===== src/rtl/core/mwc_rrg_pkg.sv =====
// Package for the multiply-with-carry random range generator.
// Shared constants and the divider control/status structs; no dependencies.
package mwc_rrg_pkg;

   localparam int DATA_W = 32;
   localparam int HALF_W = DATA_W / 2;
   localparam int DIV_CNT_W = $clog2(DATA_W);

   localparam logic [DATA_W-1:0] RANDOM_MAX = 32'hFFFF_FFFF;
   localparam logic [DATA_W-1:0] SEED_B = 32'd521288629;
   localparam logic [DATA_W-1:0] SEED_RESET = 32'd362436069;

   localparam logic [DATA_W-1:0] MULT_HIGH = 32'd36969;
   localparam logic [DATA_W-1:0] MULT_LOW = 32'd18000;
   localparam logic [DATA_W-1:0] HALF_MASK = 32'd65535;

   localparam logic [DATA_W-1:0] ONE = 32'd1;
   localparam logic [DIV_CNT_W-1:0] DIV_LAST = DIV_CNT_W'(DATA_W - 1);

   typedef struct packed {
      logic start;
      logic [DATA_W-1:0] dividend;
      logic [DATA_W-1:0] divisor;
   } div_ctrl_type;

   typedef struct packed {
      logic busy;
      logic done;
   } div_stat_type;

endpackage


===== src/rtl/core/mwc_random_range_generator_core.sv =====
// Top level of the multiply-with-carry random range generator: sequencer,
// operand registers and result register. Depends on mwc_rrg_pkg, mwc_rrg_gen, mwc_rrg_div.
//
//   port group | direction | handshake        | payload
//   req_       | in        | req_valid/ready  | mode, range_min, range_max
//   rsp_       | out       | rsp_valid/ready  | random_value, rejected
//   csr_       | in        | csr_we           | csr_wdata (seed)
//
// rsp_valid rises after the DRAW state for raw draws; rejected ranges go straight to RESULT.
// Scaled draws pass through DRAW, then make two passes through the shared
// divider (bucket size, then raw / bucket), each ended by the divider's done pulse.
// A span of zero skips the first pass. req_ready is high only when idle, so
// the next item is accepted at the earliest in the cycle after a result is taken; a result
// holds in rsp_ until taken. Synchronous reset restores the seed's reset value and both halves.
module mwc_random_range_generator_core (
   input  logic clock,
   input  logic reset,
   input  logic req_valid,
   output logic req_ready,
   input  logic req_mode,
   input  logic [31:0] req_range_min,
   input  logic [31:0] req_range_max,
   output logic rsp_valid,
   input  logic rsp_ready,
   output logic [31:0] rsp_random_value,
   output logic rsp_rejected,
   input  logic csr_we,
   input  logic [31:0] csr_wdata
);

   typedef enum logic [4:0] {
      IDLE   = 5'b00001,
      DRAW   = 5'b00010,
      SPAN   = 5'b00100,
      QUOT   = 5'b01000,
      RESULT = 5'b10000
   } state_type;

   state_type state_ff, state_in;
   logic mode_ff, mode_in;
   logic [mwc_rrg_pkg::DATA_W-1:0] min_ff, min_in;
   logic [mwc_rrg_pkg::DATA_W-1:0] span_ff, span_in;
   logic [mwc_rrg_pkg::DATA_W-1:0] value_ff, value_in;
   logic rej_ff, rej_in;

   logic accept;
   logic bad_range;
   logic advance;
   logic [mwc_rrg_pkg::DATA_W-1:0] raw;
   logic [mwc_rrg_pkg::DATA_W-1:0] quotient;
   logic [mwc_rrg_pkg::DATA_W-1:0] bucket;
   mwc_rrg_pkg::div_ctrl_type div_ctrl;
   mwc_rrg_pkg::div_stat_type div_stat;

   mwc_rrg_gen u_gen (
      .clock(clock),
      .reset(reset),
      .load(csr_we),
      .load_value(csr_wdata),
      .advance(advance),
      .raw(raw)
   );

   mwc_rrg_div u_div (
      .clock(clock),
      .reset(reset),
      .ctrl(div_ctrl),
      .stat(div_stat),
      .quotient(quotient)
   );

   assign req_ready = (state_ff == IDLE);
   assign accept = req_valid && req_ready;
   assign bad_range = (req_range_min >= req_range_max)
                      || (req_range_max > mwc_rrg_pkg::RANDOM_MAX);
   assign advance = accept && !(req_mode && bad_range);
   assign bucket = (quotient == '0) ? mwc_rrg_pkg::ONE : quotient;

   always_comb begin
      state_in = state_ff;
      mode_in = mode_ff;
      min_in = min_ff;
      span_in = span_ff;
      value_in = value_ff;
      rej_in = rej_ff;
      div_ctrl.start = 1'b0;
      div_ctrl.dividend = raw;
      div_ctrl.divisor = bucket;
      unique case (state_ff)
         IDLE: begin
            if (accept) begin
               mode_in = req_mode;
               min_in = req_range_min;
               span_in = req_range_max + mwc_rrg_pkg::ONE - req_range_min;
               if (req_mode && bad_range) begin
                  value_in = '0;
                  rej_in = 1'b1;
                  state_in = RESULT;
               end else begin
                  state_in = DRAW;
               end
            end
         end
         DRAW: begin
            // halves have advanced; raw is the new draw
            if (!mode_ff) begin
               value_in = raw;
               rej_in = 1'b0;
               state_in = RESULT;
            end else if (span_ff == '0) begin
               div_ctrl.start = 1'b1;
               div_ctrl.divisor = mwc_rrg_pkg::ONE;
               state_in = QUOT;
            end else begin
               div_ctrl.start = 1'b1;
               div_ctrl.dividend = mwc_rrg_pkg::RANDOM_MAX;
               div_ctrl.divisor = span_ff;
               state_in = SPAN;
            end
         end
         SPAN: begin
            if (div_stat.done) begin
               div_ctrl.start = 1'b1;
               state_in = QUOT;
            end
         end
         QUOT: begin
            if (div_stat.done) begin
               value_in = quotient + min_ff;
               rej_in = 1'b0;
               state_in = RESULT;
            end
         end
         RESULT: begin
            if (rsp_ready) begin
               state_in = IDLE;
            end
         end
         default: begin
            state_in = IDLE;
         end
      endcase
   end

   always_ff @(posedge clock) begin
      if (reset) begin
         state_ff <= IDLE;
      end else begin
         state_ff <= state_in;
      end
      mode_ff <= mode_in;
      min_ff <= min_in;
      span_ff <= span_in;
      value_ff <= value_in;
      rej_ff <= rej_in;
   end

   assign rsp_valid = (state_ff == RESULT);
   assign rsp_random_value = value_ff;
   assign rsp_rejected = rej_ff;

   a_reject_zero: assert property (@(posedge clock) disable iff (reset)
      rsp_valid && rsp_rejected |-> rsp_random_value == '0)
      else $error("rejected item carries a nonzero value");

   a_div_start_idle: assert property (@(posedge clock) disable iff (reset)
      div_ctrl.start |-> !div_stat.busy)
      else $error("divider started while busy");

   a_div_done_state: assert property (@(posedge clock) disable iff (reset)
      div_stat.done |-> (state_ff == SPAN || state_ff == QUOT))
      else $error("divider finished outside a division state");

   a_reject_holds_state: assert property (@(posedge clock) disable iff (reset)
      accept && req_mode && bad_range && !csr_we |=> raw == $past(raw))
      else $error("generator advanced on a rejected item");

endmodule


===== src/rtl/core/mwc_rrg_gen.sv =====
// Generator state: the two lag-1 multiply-with-carry halves and the raw draw.
// Depends on mwc_rrg_pkg.
module mwc_rrg_gen (
   input  logic clock,
   input  logic reset,
   input  logic load,
   input  logic [mwc_rrg_pkg::DATA_W-1:0] load_value,
   input  logic advance,
   output logic [mwc_rrg_pkg::DATA_W-1:0] raw
);

   logic [mwc_rrg_pkg::DATA_W-1:0] low_ff, low_in;
   logic [mwc_rrg_pkg::DATA_W-1:0] high_ff, high_in;
   logic [mwc_rrg_pkg::DATA_W-1:0] low_next, high_next;

   always_comb begin
      high_next = mwc_rrg_pkg::MULT_HIGH * (high_ff & mwc_rrg_pkg::HALF_MASK)
                  + (high_ff >> mwc_rrg_pkg::HALF_W);
      low_next = mwc_rrg_pkg::MULT_LOW * (low_ff & mwc_rrg_pkg::HALF_MASK)
                 + (low_ff >> mwc_rrg_pkg::HALF_W);
      low_in = low_ff;
      high_in = high_ff;
      priority if (load) begin
         low_in = load_value;
         high_in = mwc_rrg_pkg::SEED_B;
      end else if (advance) begin
         low_in = low_next;
         high_in = high_next;
      end
   end

   always_ff @(posedge clock) begin
      if (reset) begin
         low_ff <= mwc_rrg_pkg::SEED_RESET;
         high_ff <= mwc_rrg_pkg::SEED_B;
      end else begin
         low_ff <= low_in;
         high_ff <= high_in;
      end
   end

   // raw draw of the current halves, valid the cycle after an advance
   assign raw = (high_ff << mwc_rrg_pkg::HALF_W) + low_ff;

endmodule


===== src/rtl/core/mwc_rrg_div.sv =====
// Shared radix-2 restoring divider, one quotient bit per cycle.
// Depends on mwc_rrg_pkg.
module mwc_rrg_div (
   input  logic clock,
   input  logic reset,
   input  mwc_rrg_pkg::div_ctrl_type ctrl,
   output mwc_rrg_pkg::div_stat_type stat,
   output logic [mwc_rrg_pkg::DATA_W-1:0] quotient
);

   logic busy_ff, busy_in;
   logic done_ff, done_in;
   logic [mwc_rrg_pkg::DIV_CNT_W-1:0] cnt_ff, cnt_in;
   logic [mwc_rrg_pkg::DATA_W:0] rem_ff, rem_in;
   logic [mwc_rrg_pkg::DATA_W-1:0] quo_ff, quo_in;
   logic [mwc_rrg_pkg::DATA_W-1:0] dsr_ff, dsr_in;
   logic [mwc_rrg_pkg::DATA_W:0] rem_shift;
   logic fits;

   always_comb begin
      rem_shift = {rem_ff[mwc_rrg_pkg::DATA_W-1:0], quo_ff[mwc_rrg_pkg::DATA_W-1]};
      fits = rem_shift >= {1'b0, dsr_ff};
      busy_in = busy_ff;
      done_in = 1'b0;
      cnt_in = cnt_ff;
      rem_in = rem_ff;
      quo_in = quo_ff;
      dsr_in = dsr_ff;
      priority if (ctrl.start) begin
         busy_in = 1'b1;
         cnt_in = '0;
         rem_in = '0;
         quo_in = ctrl.dividend;
         dsr_in = ctrl.divisor;
      end else if (busy_ff) begin
         // dividend bits shift out of quo_ff as quotient bits shift in
         rem_in = fits ? rem_shift - {1'b0, dsr_ff} : rem_shift;
         quo_in = {quo_ff[mwc_rrg_pkg::DATA_W-2:0], fits};
         cnt_in = cnt_ff + 1'b1;
         if (cnt_ff == mwc_rrg_pkg::DIV_LAST) begin
            busy_in = 1'b0;
            done_in = 1'b1;
         end
      end
   end

   always_ff @(posedge clock) begin
      if (reset) begin
         busy_ff <= 1'b0;
         done_ff <= 1'b0;
         cnt_ff <= '0;
      end else begin
         busy_ff <= busy_in;
         done_ff <= done_in;
         cnt_ff <= cnt_in;
      end
      rem_ff <= rem_in;
      quo_ff <= quo_in;
      dsr_ff <= dsr_in;
   end

   assign stat.busy = busy_ff;
   assign stat.done = done_ff;
   assign quotient = quo_ff;

endmodule

===== config.mk =====
export PLATFORM = sky130hd
export DESIGN_NAME = mwc_random_range_generator_core
export DESIGN_NICKNAME = d
export VERILOG_FILES = /design/src/rtl/core/mwc_rrg_pkg.sv /design/src/rtl/core/mwc_random_range_generator_core.sv /design/src/rtl/core/mwc_rrg_gen.sv /design/src/rtl/core/mwc_rrg_div.sv
export SDC_FILE = /design/constraint.sdc
export NUM_CORES = 1
export LEC_CHECK = 0
export CAP_MARGIN = 15
export CORE_ASPECT_RATIO = 1.1
export CORE_UTILIZATION = 50
export CTS_BUF_LIST = sky130_fd_sc_hd__clkbuf_4 sky130_fd_sc_hd__clkbuf_8 sky130_fd_sc_hd__clkbuf_16
export DETAILED_ROUTE_END_ITERATION = 16
export DONT_BUFFER_PORTS = 1
export PLACE_DENSITY_LB_ADDON = 0.3
export SYNTH_ARGS = -nofsm -noshare
export SYNTH_HDL_FRONTEND = slang
export SYNTH_SLANG_ARGS = --single-unit

===== constraint.sdc =====
create_clock -name clock -period 12.4 [get_ports clock]
set_clock_uncertainty 0.1 [all_clocks]
set_input_delay 2.48 -clock clock [delete_from_list [all_inputs] [get_ports clock]]
set_output_delay 2.48 -clock clock [all_outputs]
set_load 0.01 [all_outputs]

== Word-level counts from Yosys, hierarchy flattened ==
Index checks and enable logic that the tools add are counted.

* Bits in registers: 270
* Bits in latches: 0
* Memory bits (writable): 0
* Bits in read-only memories: 0
* Input bits: 102
* Output and inout bits: 35
* Word-level logic and storage cells: 90
* Memories: 0

* $add $sub $neg: 8
* $mul: 2
* Div/mod/pow operators: 0
* Order comparisons: 3
* Eq/ne operators: 12
* Shift-type cells: 0
* Muxes and demuxes: 34
* Bitwise logic cells: 1
* Reductions and logical operators: 16

{| class="wikitable"
|+ Operators with widths
! kind !! count
|-
| two-way mux 32 bit || 12
|-
| one-hot mux 32 bit (3 select lines) || 1
|-
| two-way mux 65 bit || 1
|-
| adder 32 x 16 -> 32 bit || 2
|-
| adder 32 bit || 2
|-
| zero test 32 bit || 2
|-
| two-way mux 64 bit || 1
|-
| subtractor 32 bit || 2
|-
| greater-or-equal comparator 33 x 32 -> 1 bit || 1
|-
| adder 32 x 1 -> 32 bit (second input constant) || 1
|-
| greater-or-equal comparator 32 bit || 1
|-
| greater-than comparator 32 bit (second input constant) || 1
|-
| multiplier 16 x 16 -> 32 bit (first input constant) || 1
|-
| two-way mux 5 bit || 6
|-
| multiplier 11 x 16 -> 27 bit (first input constant) || 1
|-
| one-hot mux 5 bit (5 select lines) || 1
|-
| equality test 5 bit (second input constant) || 2
|-
| != test 2 x 1 -> 1 bit (second input constant) || 5
|-
| two-way mux 1 bit || 9
|-
| adder 5 x 1 -> 5 bit (second input constant) || 1
|-
| equality test 5 x 1 -> 1 bit (second input constant) || 1
|-
| equality test 5 x 2 -> 1 bit (second input constant) || 1
|-
| equality test 5 x 3 -> 1 bit (second input constant) || 1
|-
| equality test 5 x 4 -> 1 bit (second input constant) || 1
|-
| 15 further kinds || 19
|}

== Logic depth before layout (Yosys ltp) ==
Gate-level depths: netlist of run 1.

* Word-level depth: 7
* Gate-level depth with buffers: 22
* Depth with buffers taken out: 22

== Cells and area by module ==
From an unflattened synthesis of run 1, not the netlist that was laid out.

* Cell total of the unflattened synthesis: 2704
* Area total of the unflattened synthesis: 25613.3 um2

{| class="wikitable"
|+ Modules (own cells, without submodules)
! module !! instances !! cells an instance !! area an instance (um2) !! sequential area each (um2)
|-
| mwc_rrg_gen || 1 || 1232 || 11051.8 || 1281.2
|-
| mwc_random_range_generator_core || 1 || 886 || 8594.5 || 3042.9
|-
| mwc_rrg_div || 1 || 586 || 5967.0 || 2702.6
|}

== Worst setup path before layout of run 1 ==
Ideal clock, no wire load.

* Kind: input to register
* Start point: input port req_valid
* End point: register u_gen.high_ff[19] in the netlist's numbering
* Setup time: 128 ps
* Data arrival time: 5643 ps
* Data required time: 12172 ps
* Path slack: 6529 ps
* Stages: 7
* Path buffers: 2
* Cells stage by stage: and2_1 o21ai_0 nand2_1 clkbuf_1 buf_2 mux2i_1 nor2_1

* Cells in the longest elaborated chain, start to end: 2

{| class="wikitable"
|+ Ends and longest elaborated chain
! item !! RTL line !! RTL
|-
| start: declaration || mwc_random_range_generator_core.sv:18 || <nowiki>input logic req_valid,</nowiki>
|-
| logical AND 1 bit || mwc_random_range_generator_core.sv:73 || <nowiki>assign accept = req_valid && req_ready;</nowiki>
|-
| logical AND 1 bit || mwc_random_range_generator_core.sv:76 || <nowiki>assign advance = accept && !(req_mode && bad_range);</nowiki>
|-
| end signal: assignment || mwc_rrg_gen.sv:35 || <nowiki>high_ff <= mwc_rrg_pkg::SEED_B;</nowiki>
|-
| end signal: assignment || mwc_rrg_gen.sv:38 || <nowiki>high_ff <= high_in;</nowiki>
|-
| end: declaration || mwc_rrg_gen.sv:13 || <nowiki>logic [mwc_rrg_pkg::DATA_W-1:0] high_ff, high_in;</nowiki>
|}

No other way between the ends.
A chain may end at the register's enable or synchronous reset.

== Worst setup path after layout of run 1 ==
* Start point: register u_gen.low_ff[7] in the netlist's numbering
* End point: register u_gen.low_ff[28] in the netlist's numbering

* Cells in the longest elaborated chain, start to end: 4

{| class="wikitable"
|+ Ends and longest elaborated chain
! item !! RTL line !! RTL
|-
| start: declaration || mwc_rrg_gen.sv:12 || <nowiki>logic [mwc_rrg_pkg::DATA_W-1:0] low_ff, low_in;</nowiki>
|-
| start signal: assignment || mwc_rrg_gen.sv:34 || <nowiki>low_ff <= mwc_rrg_pkg::SEED_RESET;</nowiki>
|-
| start signal: assignment || mwc_rrg_gen.sv:37 || <nowiki>low_ff <= low_in;</nowiki>
|-
| multiplier 11 x 16 -> 27 bit || mwc_rrg_gen.sv:19 || <nowiki>low_next = mwc_rrg_pkg::MULT_LOW * (low_ff & mwc_rrg_pkg::HALF_MASK)</nowiki>
|-
| adder 32 x 16 -> 32 bit || mwc_rrg_gen.sv:20 || <nowiki>+ (low_ff >> mwc_rrg_pkg::HALF_W);</nowiki>
|-
| two-way mux 32 bit || mwc_rrg_gen.sv:26 || <nowiki>end else if (advance) begin</nowiki>
|-
| two-way mux 32 bit || mwc_rrg_gen.sv:23 || <nowiki>priority if (load) begin</nowiki>
|}

No other way between the ends. The select of a mux whose other input is x is not followed.

==> impl_summary.log, run 1 <==
INFO  metric yosys_warnings = 0
INFO  metric floorplan.initialDensity = 51.02%
INFO  metric placeableCoreArea = 49240 um2
INFO  metric number_of_nets_produced_by_synthesis = 3324
INFO  metric syn-cell-area = 25120 um2
INFO  metric finalWeightedCongestion = 0.9425
INFO  metric startpoint_type = flip-flop
INFO  metric layout.nets = 3293
INFO  metric clock-sinks = 270
INFO  metric finalCritPeriodShare = 48.82%
INFO  metric detailedRoute.firstPassIterationCount = 5
INFO  metric slew_headroom = 24.73%
INFO  metric first_global_vias = 19950
INFO  metric clock_insertion_delay_worst_skew = 0.60 ns
INFO  metric final_layout_size_suffix_gt1_share = 4.077%
INFO  metric hold_buffers = 0
INFO  metric min-delay-path-class = reg2reg
INFO  metric dieWidth = 215.7 um
INFO  metric cp.arrival = 6.45 ns
INFO  metric ctsLongestPathBuffers = 3
INFO  metric grt_setup_unrepaired = no
INFO  metric drc_errors = 0
INFO  metric synth_area_per_cell = 9.291 um2
INFO  metric design.die.area = 51150 um2
INFO  metric die_h = 237.1 um
INFO  metric timing.max_cap.violations = 0
INFO  metric mostFrequentLayoutCells = ha_1 (426), inv_1 (317), a21oi_1 (190)
INFO  metric critical_path_required = 12.80 ns
INFO  metric layout_commonest_cell = ha_1
INFO  metric initialDrtViolationCount = 1414
INFO  metric post_drt_via_cell_ratio = 6.052
INFO  metric totalWireLength = 70.20 mm
INFO  metric fin_setup_tns = 0 ns
INFO  metric synth_seq_area_share = 27.97%
INFO  metric multi_input_area = 16630 um2
INFO  metric grt_antenna_before_repair = 3
INFO  metric worst_pin_slew = 1.129 ns
INFO  metric finalSetupViolCount = 0
INFO  metric hold_viol = 0
INFO  metric cts.htree.levels = 1
INFO  metric wire_length_of_the_first_global_routing_pass = 109.6 mm
INFO  metric synth_enable_flop_cells = 162
INFO  metric port_buffers = 0
INFO  metric filler_cell_count = 4326
INFO  metric synth_cell_types = 87
INFO  metric post_cts_buffers = 0
INFO  metric clk_transition_reported_paths = 0.06 ns
INFO  metric hpwl = 55.09 mm
INFO  metric ctsResizeCount = 0
INFO  metric via_count = 20280
INFO  metric status = finished clean
INFO  metric wire_per_inst = 20.95 um
INFO  metric area_growth_syn_to_layout = 6.823%
INFO  metric ys_ff_latch = 270
INFO  metric crit_path_max_fanout = 10
INFO  metric critPathKind = reg2reg
INFO  metric numCtsBuffers = 31
INFO  metric root_driver = clkbuf_16
INFO  metric timing_max_transition_violations_final = 0
INFO  metric cts_tree = done
INFO  metric ant_nets = 0
INFO  metric ff_latch_area = 7028 um2
INFO  metric largest_net_degree_at_the_start_of_global_routing = 96
INFO  metric postSynth.asyncResetShare = 0%
INFO  metric floorplan.io_pins = 137
INFO  metric endpoint_kind = flip-flop
INFO  metric core.rowCount = 85
INFO  metric timing.final.crit_period = 6.053 ns
INFO  metric grt.overflow.total = 0
INFO  metric achievable-frequency = 0.1652 GHz
INFO  metric track_usage = 27.18%
INFO  metric syn-instance-count = 2704
INFO  metric synth-main-ff-cell = edfxtp_1
==> synth_stat cells (67+ instances only) <==
cell	count	share of area, %
ha_1	426	21
xnor2_1	96	3.3
edfxtp_1	162	19
a21oi_1	190	3.8
clkbuf_1	67	1.0
nor2_1	173	2.6
a21o_1	88	2.6
o21ai_0	118	2.4
dfxtp_1	108	8.6
nand2_1	178	2.7
inv_1	317	4.7
fa_1	92	7.3
==> metrics by stage <==
stage          cell area [um2]  worst slack [ns]  std cells  utilization, %  hold slack (ns)
6_report                 26840             6.347       3351           54.50           0.3729
3_5_place_dp             25750             6.036       3292           52.30           0.3641
3_3_place_gp             25750             6.048       3292           52.30           0.3594
2_1_floorplan            25120             6.529       2704               -           0.3319
5_1_grt                  26840             6.112       3351           54.50           0.4010
4_1_cts                  26840             6.398       3350           54.50           0.3722
==> state kept, by name, summed over array words and instances, names as in the netlist <==
name,flops
rsp_random_value,32
u_div.rem_ff,32
u_div.busy_ff,1
mode_ff,1
state_ff,5
u_div.dsr_ff,32
u_div.quotient,32
min_ff,32
u_div.done_ff,1
u_gen.low_ff,32
rsp_rejected,1
span_ff,32
u_div.cnt_ff,5
u_gen.high_ff,32
==> cell families after synthesis <==
family          Yosys count  synth area share, %
mux                      38                1.559
simple gates            606                11.52
flops                   270                27.97
buf+inv                 394                5.896
xor+xnor                149                5.194
fa+ha+maj               518                28.55
compound gates          729                19.31
==> per-layer routing <==
metal,track usage [%],wire (um)
met5,0,28
met4,13.15,3470
met3,4.534,4864
met2,44.16,32220
met1,35.04,29610
==> worst max-delay path: stages (launching register included) <==
cell	delay, ns
dfxtp_1	0.59
ha_1	0.32
ha_1	0.30
fa_1	0.52
fa_1	0.55
inv_1	0.06
fa_1	0.53
inv_1	0.04
ha_1	0.41
a21o_1	0.22
a311o_1	0.38
nand2_1	0.17
o21ai_1	0.17
a311oi_1	0.36
xor2_1	0.19
nor4_2	0.42
nand3_1	0.14
xor2_1	0.16
a211o_1	0.29
==> layout make-up <==
class / instances / share of cell area (%)
Tap cell: 652 / 3.040
Timing Repair Buffer: 11 / 0.3077
Clock inverter: 16 / 0.7086
Clock buffer: 42 / 3.333
Sequential cell: 270 / 26.19
Inverter: 319 / 4.462
Antenna cell: 1 / 0.009324
Multi-Input combinational cell: 2040 / 61.95
==> path summary, 6_finish.rpt <==
kind	from	cells past startpoint	end	slack, ns
max reg2reg	u_gen.low_ff[7]	18	u_gen.low_ff[28]	6.35
min	u_gen.high_ff[29]	2	u_gen.high_ff[29]	0.37
max	u_gen.low_ff[7]	18	u_gen.low_ff[28]	6.35
min reg2reg	u_gen.high_ff[29]	2	u_gen.high_ff[29]	0.37
Power of run 1 is left out: the tool's default activity adds up to more than one toggle a clock period on the data nets, which glitch-free logic cannot reach.
==> inputs of run 2 (changes only) <==
==> constraint.sdc (replaced) <==
create_clock -name clock -period 5.1 [get_ports clock]
set_clock_uncertainty 0.1 [all_clocks]
set_input_delay 1.02 -clock clock [delete_from_list [all_inputs] [get_ports clock]]
set_output_delay 1.02 -clock clock [all_outputs]
set_load 0.01 [all_outputs]
==> run 2 against run 1 <==
Effect of this change:
- count of clock-buffer cells in the layout down 6
- cell count up 5.9%
- final area up 10%
- register-to-register slack worse by 6.3 ns
- flip-flop and latch count unchanged
- maximum frequency up 19%
- critical path depth up 3
- via count up 3.5%
- worst hold slack better by 0.0012 ns
==> impl_summary.log, run 2 (synthesis results as in run 1) <==
INFO  metric track_usage = 28.61% (was 27.18%)
INFO  metric finalSetupViolCount = 0 (unchanged)
INFO  metric finalWorstSetupSlack = 0.002873 ns (was 6.347 ns)
INFO  metric met2RoutedLength = 34.56 mm (was 32.22 mm)
INFO  metric cp.arrival = 5.53 ns (was 6.45 ns)
INFO  metric hold_viol = 0 (unchanged)
INFO  metric status = finished clean (unchanged)
INFO  metric grt_antenna_before_repair = 4 (was 3)
INFO  metric layout.nets = 3488 (was 3293)
INFO  metric critical-path-max-stage-delay = 0.45 ns (was 0.59 ns)
INFO  metric largest_net_degree_at_the_start_of_global_routing = 69 (was 96)
INFO  metric timing.final.crit_period = 5.097 ns (was 6.053 ns)
INFO  metric detailedRoute.firstPassIterationCount = 6 (was 5)
INFO  metric hold_buffers = 0 (unchanged)
INFO  metric critPathKind = reg2reg (unchanged)
INFO  metric clk_transition_reported_paths = 0.08 ns (was 0.06 ns)
INFO  metric placeableCoreArea = 49240 um2 (unchanged)
INFO  metric filler_cell_count = 4116 (was 4326)
INFO  metric ctsLongestPathBuffers = 3 (unchanged)
INFO  metric final_layout_size_suffix_gt1_share = 16.70% (was 4.077%)
INFO  metric path_cells = ha_1 > ha_4 > ha_1 > fa_1 > ha_1 > ha_1 > o21a_2 > a21o_1 > a211oi_2 > a21oi_2 > ha_1 > a21o_1 > nor3_1 > o21ai_1 > a31oi_1 > or2_1 > nand2b_4 > nor2_4 > nand3_2 > or4_4 > a221oi_2 (was ha_1 > ha_1 > fa_1 > fa_1 > inv_1 > fa_1 > inv_1 > ha_1 > a21o_1 > a311o_1 > nand2_1 > o21ai_1 > a311oi_1 > xor2_1 > nor4_2 > nand3_1 > xor2_1 > a211o_1)
INFO  metric timing_max_transition_violations_final = 0 (unchanged)
INFO  metric endpoint_kind = flip-flop (unchanged)
INFO  metric finalCritPeriodShare = 99.94% (was 48.82%)
INFO  metric timing.max_cap.violations = 0 (unchanged)
INFO  metric area_growth_syn_to_layout = 17.56% (was 6.823%)
INFO  metric dp.cells = 3459 (was 3292)
INFO  metric detailedPlace.worstSlack = -0.3366 ns (was 6.036 ns)
INFO  metric numCtsBuffers = 31 (unchanged)
INFO  metric post_drt_via_cell_ratio = 5.917 (was 6.052)
INFO  metric worst_pin_slew = 1.145 ns (was 1.129 ns)
INFO  metric hpwl = 58.42 mm (was 55.09 mm)
INFO  metric achievable-frequency = 0.1962 GHz (was 0.1652 GHz)
INFO  metric dr.max_layer_used = met4 (was met5)
INFO  metric drc_errors = 0 (unchanged)
INFO  metric ant_nets = 0 (unchanged)
INFO  metric initialDrtViolationCount = 1361 (was 1414)
INFO  metric startpoint_type = flip-flop (unchanged)
INFO  metric core.rowCount = 85 (unchanged)
INFO  metric critical_path_required = 5.53 ns (was 12.80 ns)
INFO  metric port_buffers = 0 (unchanged)
INFO  metric grt_setup_unrepaired = yes (was no)
INFO  metric design.die.area = 51150 um2 (unchanged)
INFO  metric grt.overflow.total = 0 (unchanged)
INFO  metric totalWireLength = 75.03 mm (was 70.20 mm)
INFO  metric min-delay-path-class = in2reg (was reg2reg)
INFO  metric root_driver = clkbuf_16 (unchanged)
INFO  metric finalWeightedCongestion = 0.9520 (was 0.9425)
INFO  metric path_common_cell = ha_1
INFO  metric layout_commonest_cell = ha_1 (unchanged)
INFO  metric floorplan.initialDensity = 51.02% (unchanged)
INFO  metric route.met3.wl = 4.518 mm (was 4.864 mm)
INFO  metric clock_insertion_delay_worst_skew = 0.61 ns (was 0.60 ns)
INFO  metric cts_tree = done (unchanged)
INFO  metric floorplan.io_pins = 137 (unchanged)
INFO  metric detail_route.wirelength.met1 = 32.71 mm (was 29.61 mm)
INFO  metric dieWidth = 215.7 um (unchanged)
INFO  metric wire_length_of_the_first_global_routing_pass = 114.9 mm (was 109.6 mm)
INFO  metric via_count = 21000 (was 20280)
INFO  metric die_h = 237.1 um (unchanged)
INFO  metric final_standard_cell_count_with_taps_included_and_fillers_excluded = 3549 (was 3351)
INFO  metric first_global_vias = 20640 (was 19950)
INFO  metric mostFrequentLayoutCells = ha_1 (371), inv_1 (300), buf_4 (194) (was ha_1 (426), inv_1 (317), a21oi_1 (190))
INFO  metric clock-sinks = 270 (unchanged)
INFO  metric slew_headroom = 23.65% (was 24.73%)
INFO  metric highest_delay_cell_along_the_critical_path = fa_1 (was dfxtp_1)
INFO  metric fin_setup_tns = 0 ns (unchanged)
INFO  metric wire_per_inst = 21.14 um (was 20.95 um)
INFO  metric cts.htree.levels = 1 (unchanged)
INFO  metric postLayoutCoreUtil = 59.98% (was 54.50%)
INFO  metric crit_path_max_fanout = 4 (was 10)
## run 2: changes by cell type in the layout (fill, tap and decap cells not counted), sizes merged
| cell | change |
|---|---|
| clkbuf | -6 |
| buf | +195 |
| inv | +5 |
| diode | +3 |
| clkinv | +3 |
| bufinv | -1 |
| clkinvlp | -1 |
## run 2: final timing paths
check	from	to	slack [ns]	cells past startpoint
setup / recovery	u_gen.low_ff[1]	u_gen.low_ff[31]	0.003	21
hold / removal	reset	u_gen.low_ff[31]	0.37	1
setup reg to reg	u_gen.low_ff[1]	u_gen.low_ff[31]	0.003	21
hold reg to reg	u_gen.high_ff[29]	u_gen.high_ff[29]	0.38	2
## run 2: through the flow
| stage | hold WS (ns) | instance area [um2] |
|---|---|---|
| 6_report | 0.3742 | 29540 |
| 5_1_grt | 0.3586 | 29530 |
| 4_1_cts | 0.3437 | 28770 |
| 3_5_place_dp | 0.3591 | 27160 |
| 3_3_place_gp | 0.3482 | 27160 |
| 2_1_floorplan | 0.3319 | 25280 |
## run 2: per-layer routing
layer | global-route usage (%) | up-vias
met3 | 3.237 | 148
met1 | 38.93 | 10120
li1 | - | 10060
met2 | 46.20 | 677
met5 | 0 | -
met4 | 11.63 | 0
## run 2: area by class of cell
type                    count  area [um2]  share of cell area [%]
clock inverters            22       215.2                  0.7286
flip-flops and latches    270        7091                   24.01
well taps                 652       815.8                   2.762
diodes                      4       10.01                 0.03389
multi-input cells        2040       17760                   60.14
repair buffers            206        1600                   5.418
clock buffers              36       843.3                   2.855
inverters                 319        1197                   4.054
## run 2: timing repair
action	4_1_cts	5_1_grt
cloned	0	0
buffers inserted	15	16
endpoints found under the hold margin	0	0
resized for setup	84	130
setup endpoints to repair	23	27
pin swaps	60	123
## run 2: critical path: cells and delay by family (launching register included)
| kind | cells | cell delay, ns |
|---|---|---|
| DFF | 1 | 0.37 |
| AOI/OAI and AO/OA | 8 | 1.35 |
| adders and majority gates | 7 | 2.15 |
| and+or+nand+nor | 6 | 1.07 |
Power of run 2 is left out for the same reason.
